File: config.mk
export PLATFORM = sky130hd
export DESIGN_NAME = grid_bfs_path_planner
export DESIGN_NICKNAME = d
export VERILOG_FILES = /design/src/design/gbpp_pkg.sv /design/src/design/grid_bfs_path_planner.sv
export SDC_FILE = /design/constraint.sdc
export NUM_CORES = 2
export LEC_CHECK = 0
export ABC_AREA = 0
export BUFFER_PORTS_ARGS = -buffer_cell sky130_fd_sc_hd__buf_2
export CAP_MARGIN = 40
export CORE_MARGIN = 8
export CORE_UTILIZATION = 40
export CTS_BUF_LIST = sky130_fd_sc_hd__clkbuf_8 sky130_fd_sc_hd__clkbuf_16
export DETAILED_ROUTE_END_ITERATION = 8
export GPL_ROUTABILITY_DRIVEN = 0
export PLACE_DENSITY = 0.54
export SLEW_MARGIN = 0
export SYNTH_ARGS = -nofsm -noshare
export SYNTH_HDL_FRONTEND = slang
export SYNTH_SLANG_ARGS = --single-unit
File: constraint.sdc
create_clock -name clk_i -period 13 [get_ports clk_i]
set_input_delay 1.3 -clock clk_i [delete_from_list [all_inputs] [get_ports clk_i]]
set_output_delay 1.3 -clock clk_i [all_outputs]
set_load 0.005 [all_outputs]
File: src/design/gbpp_pkg.sv
// gbpp_pkg: shared types and constants for the grid path planner
// no dependencies
package gbpp_pkg;

  localparam int unsigned SIDE  = 8;
  localparam int unsigned CELLS = 64;

  localparam logic [1:0] KIND_CLEAR = 2'd0;
  localparam logic [1:0] KIND_ADD   = 2'd1;
  localparam logic [1:0] KIND_QUERY = 2'd2;

  // expansion order x+1, x-1, y+1, y-1
  localparam logic [1:0] DIR_XP = 2'd0;
  localparam logic [1:0] DIR_XM = 2'd1;
  localparam logic [1:0] DIR_YP = 2'd2;
  localparam logic [1:0] DIR_YM = 2'd3;

  typedef logic [5:0] cell_t;

endpackage

File: src/design/grid_bfs_path_planner.sv
// Grid path planner: an add request with the boat in the grid is accepted, then one S_ADD pass
// marks the boat cell and its in-grid neighbours; a clear request empties the obstacle map as
// it is accepted. A query first copies the obstacle map into the visited map, with the start
// marked and the destination cleared. It then pops one queued cell and checks its four
// neighbours one a cycle through a shared step/compare unit before popping the next. It then
// traces parents back into a path stack, alternating S_TRACE (push) and S_BACK (step back). Last,
// it emits the path one cell a cycle through a single output register, holding while the
// receiver stalls. Failures give a single result with found=0. The block takes no new request
// until the last result of a query has been handed to the output register.
// Depends on gbpp_pkg.
module grid_bfs_path_planner #(
  parameter int unsigned GRID_MAX = 8
) (
  input  logic       clk_i,
  input  logic       rst_ni,
  input  logic       cfg_we_i,
  input  logic [3:0] cfg_wdata_i,
  input  logic       in_valid_i,
  output logic       in_ready_o,
  input  logic [1:0] kind_i,
  input  logic [2:0] pos_x_i,
  input  logic [2:0] pos_y_i,
  input  logic [2:0] dest_x_i,
  input  logic [2:0] dest_y_i,
  output logic       out_valid_o,
  input  logic       out_ready_i,
  output logic [2:0] cell_x_o,
  output logic [2:0] cell_y_o,
  output logic       found_o,
  output logic       last_o
);

  typedef enum logic [3:0] {
    S_IDLE, S_ADD, S_INIT, S_POP, S_NBR, S_TRACE, S_BACK, S_EMIT, S_FAIL
  } state_e;

  localparam logic [3:0] SideCap = (GRID_MAX < 8) ? 4'(GRID_MAX) : 4'd8;

  state_e       state_q;
  logic [3:0]   grid_size_q;
  logic [63:0]  obst_q;
  logic [63:0]  vis_q;
  logic [1:0]   par_q [gbpp_pkg::CELLS];
  gbpp_pkg::cell_t queue_q [gbpp_pkg::CELLS];
  gbpp_pkg::cell_t stack_q [gbpp_pkg::CELLS];
  logic [6:0]   head_q, tail_q, cnt_q;
  logic [2:0]   px_q, py_q, qx_q, qy_q;
  gbpp_pkg::cell_t cur_q;
  gbpp_pkg::cell_t stk_rd_q;
  logic [1:0]   dir_q;
  logic         out_valid_q;
  logic [2:0]   cell_x_q, cell_y_q;
  logic         found_q, last_q;

  logic [3:0] side;
  assign side = (grid_size_q > SideCap) ? SideCap : grid_size_q;

  // shared step unit: cell plus/minus one step along dir_q
  logic [3:0] sx, sy, bx, by;
  logic       s_in, b_in;
  always_comb begin
    sx = {1'b0, cur_q[5:3]};
    sy = {1'b0, cur_q[2:0]};
    bx = sx;
    by = sy;
    case (dir_q)
      gbpp_pkg::DIR_XP: begin sx = sx + 4'd1; bx = bx - 4'd1; end
      gbpp_pkg::DIR_XM: begin sx = sx - 4'd1; bx = bx + 4'd1; end
      gbpp_pkg::DIR_YP: begin sy = sy + 4'd1; by = by - 4'd1; end
      gbpp_pkg::DIR_YM: begin sy = sy - 4'd1; by = by + 4'd1; end
      default: ;
    endcase
    s_in = (sx < side) && (sy < side);
    b_in = (bx < 4'd8) && (by < 4'd8);
  end

  gbpp_pkg::cell_t s_cell, b_cell, start_c, dest_c;
  assign s_cell  = {sx[2:0], sy[2:0]};
  assign b_cell  = {bx[2:0], by[2:0]};
  assign start_c = {px_q, py_q};
  assign dest_c  = {qx_q, qy_q};

  logic in_acc;
  assign in_ready_o = (state_q == S_IDLE);
  assign in_acc = in_valid_i && in_ready_o;

  logic out_free, emit_go;
  assign out_free = !out_valid_q || out_ready_i;
  assign emit_go  = out_free && (state_q == S_EMIT || state_q == S_FAIL);

  // neighbour taken into the queue this cycle
  logic nbr_take;
  assign nbr_take = (state_q == S_NBR) && (cur_q != dest_c) && s_in && !vis_q[s_cell]
                 && (tail_q < 7'd64);

  logic q_inside, boat_in;
  assign q_inside = ({1'b0, pos_x_i} < side) && ({1'b0, pos_y_i} < side)
                 && ({1'b0, dest_x_i} < side) && ({1'b0, dest_y_i} < side);
  assign boat_in = ({1'b0, pos_x_i} < side) && ({1'b0, pos_y_i} < side);

  // boat neighbour marks for add
  logic [63:0] add_mask;
  always_comb begin
    add_mask = '0;
    for (int d = 0; d < 5; d++) begin
      logic [3:0] ax, ay;
      ax = {1'b0, px_q};
      ay = {1'b0, py_q};
      case (d)
        1: ax = ax + 4'd1;
        2: ax = ax - 4'd1;
        3: ay = ay + 4'd1;
        4: ay = ay - 4'd1;
        default: ;
      endcase
      if (ax < side && ay < side) add_mask[{ax[2:0], ay[2:0]}] = 1'b1;
    end
  end

  always_ff @(posedge clk_i) begin
    if (state_q == S_INIT) queue_q[0] <= start_c;
    if (nbr_take) begin
      queue_q[tail_q[5:0]] <= s_cell;
      par_q[s_cell] <= dir_q;
    end
    if (state_q == S_TRACE) stack_q[cnt_q[5:0]] <= cur_q;
  end

  always_ff @(posedge clk_i or negedge rst_ni) begin
    if (!rst_ni) begin
      state_q     <= S_IDLE;
      grid_size_q <= 4'd8;
      obst_q      <= '0;
      vis_q       <= '0;
      head_q      <= '0;
      tail_q      <= '0;
      cnt_q       <= '0;
      dir_q       <= '0;
      px_q        <= '0;
      py_q        <= '0;
      qx_q        <= '0;
      qy_q        <= '0;
      cur_q       <= '0;
      stk_rd_q    <= '0;
      out_valid_q <= 1'b0;
      cell_x_q    <= '0;
      cell_y_q    <= '0;
      found_q     <= 1'b0;
      last_q      <= 1'b0;
    end else begin
      if (cfg_we_i) grid_size_q <= cfg_wdata_i;
      if (emit_go) out_valid_q <= 1'b1;
      else if (out_ready_i) out_valid_q <= 1'b0;
      case (state_q)
        S_IDLE: if (in_acc) begin
          px_q <= pos_x_i; py_q <= pos_y_i;
          qx_q <= dest_x_i; qy_q <= dest_y_i;
          case (kind_i)
            gbpp_pkg::KIND_CLEAR: obst_q <= '0;
            gbpp_pkg::KIND_ADD:   if (boat_in) state_q <= S_ADD;
            gbpp_pkg::KIND_QUERY: state_q <= q_inside ? S_INIT : S_FAIL;
            default: ;
          endcase
        end
        S_ADD: begin
          obst_q  <= obst_q | add_mask;
          state_q <= S_IDLE;
        end
        S_INIT: begin
          vis_q <= (obst_q & ~(64'd1 << dest_c)) | (64'd1 << start_c);
          head_q <= '0;
          tail_q <= 7'd1;
          state_q <= S_POP;
        end
        S_POP: begin
          cur_q <= queue_q[head_q[5:0]];
          if (head_q < tail_q && head_q < 7'd64) begin
            head_q <= head_q + 7'd1;
            dir_q  <= gbpp_pkg::DIR_XP;
            state_q <= S_NBR;
          end else begin
            state_q <= S_FAIL;
          end
        end
        S_NBR: begin
          if (cur_q == dest_c) begin
            cnt_q <= '0;
            state_q <= S_TRACE;
          end else begin
            if (nbr_take) begin
              vis_q[s_cell] <= 1'b1;
              tail_q <= tail_q + 7'd1;
            end
            dir_q <= dir_q + 2'd1;
            if (dir_q == gbpp_pkg::DIR_YM) state_q <= S_POP;
          end
        end
        // push the cell and fetch the direction that reached it
        S_TRACE: begin
          cnt_q <= cnt_q + 7'd1;
          dir_q <= par_q[cur_q];
          if (cur_q == start_c || cnt_q == 7'd63) begin
            stk_rd_q <= cur_q;
            state_q  <= S_EMIT;
          end else begin
            state_q <= S_BACK;
          end
        end
        // step back to the parent cell
        S_BACK: begin
          if (b_in) begin
            cur_q   <= b_cell;
            state_q <= S_TRACE;
          end else begin
            stk_rd_q <= cur_q;
            state_q  <= S_EMIT;
          end
        end
        S_EMIT: if (out_free) begin
          cell_x_q <= stk_rd_q[5:3];
          cell_y_q <= stk_rd_q[2:0];
          found_q  <= 1'b1;
          last_q   <= (cnt_q == 7'd1);
          stk_rd_q <= stack_q[cnt_q[5:0] - 6'd2];
          cnt_q    <= cnt_q - 7'd1;
          if (cnt_q == 7'd1) state_q <= S_IDLE;
        end
        S_FAIL: if (out_free) begin
          cell_x_q <= '0; cell_y_q <= '0;
          found_q <= 1'b0; last_q <= 1'b1;
          state_q <= S_IDLE;
        end
        default: state_q <= S_IDLE;
      endcase
    end
  end

  assign out_valid_o = out_valid_q;
  assign cell_x_o = cell_x_q;
  assign cell_y_o = cell_y_q;
  assign found_o  = found_q;
  assign last_o   = last_q;

  a_tail_bound: assert property (@(posedge clk_i) disable iff (!rst_ni)
    tail_q <= 7'd64) else $error("queue tail overflow");
  a_head_le_tail: assert property (@(posedge clk_i) disable iff (!rst_ni)
    (state_q == S_POP || state_q == S_NBR) |-> head_q <= tail_q)
    else $error("queue head past tail");
  a_fail_last: assert property (@(posedge clk_i) disable iff (!rst_ni)
    (out_valid_o && !found_o) |-> last_o) else $error("fail result not last");
  a_emit_nonzero: assert property (@(posedge clk_i) disable iff (!rst_ni)
    state_q == S_EMIT |-> cnt_q != 7'd0) else $error("empty path emit");

endmodule

==> results.sh <==
export IMPL_synth_top_cell_area_share=0.561
export IMPL_synth_warnings=0
export IMPL_period_share=0.560
export IMPL_num_rows=127
export IMPL_end_kind="register"
export IMPL_period_needed_ns=7.28
export IMPL_ys_ff_latch=1088
export IMPL_maxSlewHeadroom=0.374
export IMPL_cp_data_arrival_time_ns=7.70
export IMPL_slew_viol_final=0
export IMPL_worst_pin_slew_ns=0.939
export IMPL_status="completed"
export IMPL_cts_setup_buffers=0
export IMPL_drt_iter0_markers=3085
export IMPL_vias=29100
export IMPL_placedCellCount=4565
export IMPL_synth_edf_count=896
export IMPL_port_buffers=32
export IMPL_die_x_microns=362
export IMPL_cts_repair_resized=0
export IMPL_clock_sinks=1088
export IMPL_ys_types=68
export IMPL_synth_top_flop_cell="edfxtp_1"
export IMPL_start_util=0.401
export IMPL_synthCells=3086
export IMPL_grt_antenna_before_repair=0
export IMPL_cp_slowest_cell="a221oi_2"
export IMPL_layout_drive_gt1_share=0.211
export IMPL_viasPerCell=6.03
export IMPL_cts_tree="yes"
export IMPL_crit_path_start="cur_q[3]$_DFFE_PN0P_"
export IMPL_drtPass1Iterations=6
export IMPL_cts_buffers=111
export IMPL_syn_to_final_growth_pct=13.5
export IMPL_cts_hold_buffers=0
export IMPL_ir_drop_uv=214
export IMPL_hold_violations=0
export IMPL_ioPinCount=33
export IMPL_critPathMaxFanout=79
export IMPL_rsz0062_at_grt="no"
export IMPL_synth_area_sq_mm=0.0480
export IMPL_clk_pin_slew_worst_paths_ns=0.06
export IMPL_synthTopCellsByCount="896 x edfxtp_1, 269 x mux4_2, 191 x dfrtp_1"
export IMPL_fin_setup_tns_ns=0
export IMPL_register_area_sq_mm=0.0317
export IMPL_synth_area_leaders="edfxtp_1 56%, mux4_2 13%, dfrtp_1 10%, o21ai_0 1.9%, ha_1 1.7%"
export IMPL_r2r_start="cur_q[3]$_DFFE_PN0P_"
export IMPL_synth_nets=3174
export IMPL_clk_insertion_delay_late_ns=0.73
export IMPL_cp_start_kind="register"
export IMPL_ys_seq_area_frac=0.661
export IMPL_cts_max_path_buffers=3
export IMPL_grt_pass1_vias=29300
export IMPL_setup_viol=0
export IMPL_drcViolationCount=0
export IMPL_track_usage=0.194
export IMPL_grt_max_degree=81
export IMPL_core_sq_mm=0.119
export IMPL_critPathMaxStageDelay_ns=0.76
export IMPL_leakagePower_nw=17.9
export IMPL_hold_class="register to register"
export IMPL_cap_viol_max_count=0
export IMPL_hpwl_microns=84300
export IMPL_wl_microns=130000
export IMPL_htree_levels=3
export IMPL_synth_most_common_cell="edfxtp_1"
export IMPL_fin_worst_skew_ns=0.0799
export IMPL_gr_total_overflow=0
export IMPL_avgSynthCellArea_sq_um=15.5
export IMPL_min_from="cell_y_o[1]$_DFFE_PN0P_"
export IMPL_fill_cells=10300
export IMPL_fin_cells=4824
export IMPL_synth_top_area_cell="edfxtp_1"
export IMPL_critPathKind="register to register"
export IMPL_multi_input_area_sq_mm=0.0153
export IMPL_fmax_mhz=137
export IMPL_grt_first_pass_wirelength_microns=195000
export IMPL_die_area_sq_mm=0.131
export IMPL_avgRoutedWirePerCell_microns=27.1
export IMPL_clockRootBuffer="clkbuf_16"
export IMPL_antenna_left=0
export IMPL_required_ns=13.42
export IMPL_power_density_mw_per_mm2=199
export IMPL_async_flop_share=0.176
export IMPL_finish_net_count=3200
export IMPL_dieHeight_microns=362
export IMPL_worstPathCellList="buf_4 > clkinv_1 > ha_1 > a221oi_2 > clkinv_1 > ha_1 > o21ai_0 > a31oi_1 > o21ai_0 > nand4_1 > or4_4 > or3_4 > buf_4 > buf_16 > nor4_1 > clkbuf_2"
==> cell type report <==
cell class | count | area share
Antenna cell | 1 | 0.0000460
Clock buffer | 123 | 0.0545
Clock inverter | 89 | 0.0176
Inverter | 40 | 0.00276
Multi-Input combinational cell | 1721 | 0.281
Sequential cell | 1088 | 0.583
Tap cell | 1612 | 0.0370
Timing Repair Buffer | 150 | 0.0245
==> registers in the layout, indices dropped and copies added, names as in the netlist, 6 cells and up <==
name	cells
vis_q	64
cnt_q	7
cur_q	6
queue_q	384
head_q	7
stk_rd_q	6
par_q	128
tail_q	7
obst_q	64
stack_q	384
==> layout by cell type, fill, tap and decap left out, types with 48 or more instances in the layout <==
cell         n
ha_1        65
nor3_1      99
a21oi_1     91
inv_1       49
nand3_1     85
mux2i_1     70
clkbuf_16  113
nand2_1    185
edfxtp_1   896
a31oi_1    122
o21ai_0    185
nor4_1      48
nor2_1     121
dfrtp_1    179
o221ai_1    74
mux4_2     269
==> cell families after synthesis <==
logic type / Yosys count / share of synthesized area
xor gates and xnor gates: 26 / 0.00475
buffers and inverters: 277 / 0.0229
AOI/OAI and AO/OA: 603 / 0.0803
muxes: 363 / 0.146
adders and majority gates: 65 / 0.0170
DFF: 1088 / 0.661
and+or+nand+nor: 664 / 0.0676
==> worst paths after layout <==
path | endpoint | slack, ns | cells after the start
setup / recovery | queue_q[38][1]$_DFFE_PP_ | 5.72 | 16
hold / removal | cell_y_o[1]$_DFFE_PN0P_ | 0.48 | 2
setup reg to reg | queue_q[38][1]$_DFFE_PP_ | 5.72 | 16
hold reg to reg | cell_y_o[1]$_DFFE_PN0P_ | 0.48 | 2
max in group asynchronous | cnt_q[1]$_DFFE_PN0P_ | 10.60 | 4
min in group asynchronous | vis_q[16]$_DFFE_PN0P_ | 0.60 | 1
==> critical path: cells and delay by family (launching register included) <==
family / cells / cell delay (ns)
compound gates: 4 / 1.23
fa+ha+maj: 2 / 0.90
buf+inv: 6 / 2.59
flops: 1 / 0.34
simple gates: 4 / 1.86
==> layer usage <==
layer | track usage | vias up | routed length (microns)
met5 | 0 | - | 0
met4 | 0.0746 | 0 | 5170
met3 | 0.0318 | 272 | 8760
met2 | 0.320 | 1308 | 63200
met1 | 0.259 | 15000 | 53400
li1 | - | 12500 | -
==> metrics by stage <==
stage	worst slack [ns]	cell area [sq um]	util	hold WS (ns)	power [mW]
floorplan	5.03	48000	-	0.449	6.33
global placement	5.63	49700	0.416	0.460	7.39
detailed placement	5.48	50200	0.420	0.469	7.54
CTS	5.47	54200	0.453	0.483	10.9
global route	5.16	54400	0.456	0.513	11.3
finish	5.72	54400	0.456	0.480	10.8
==> power by group <==
group          switching [mW]  total (mW)  internal, mW
combinational            2.02        2.96         0.938
sequential              0.243        4.54          4.30
clock                    1.39        3.34          1.95
total                    3.66        10.8          7.19
(Power assumes the default switching activity.)
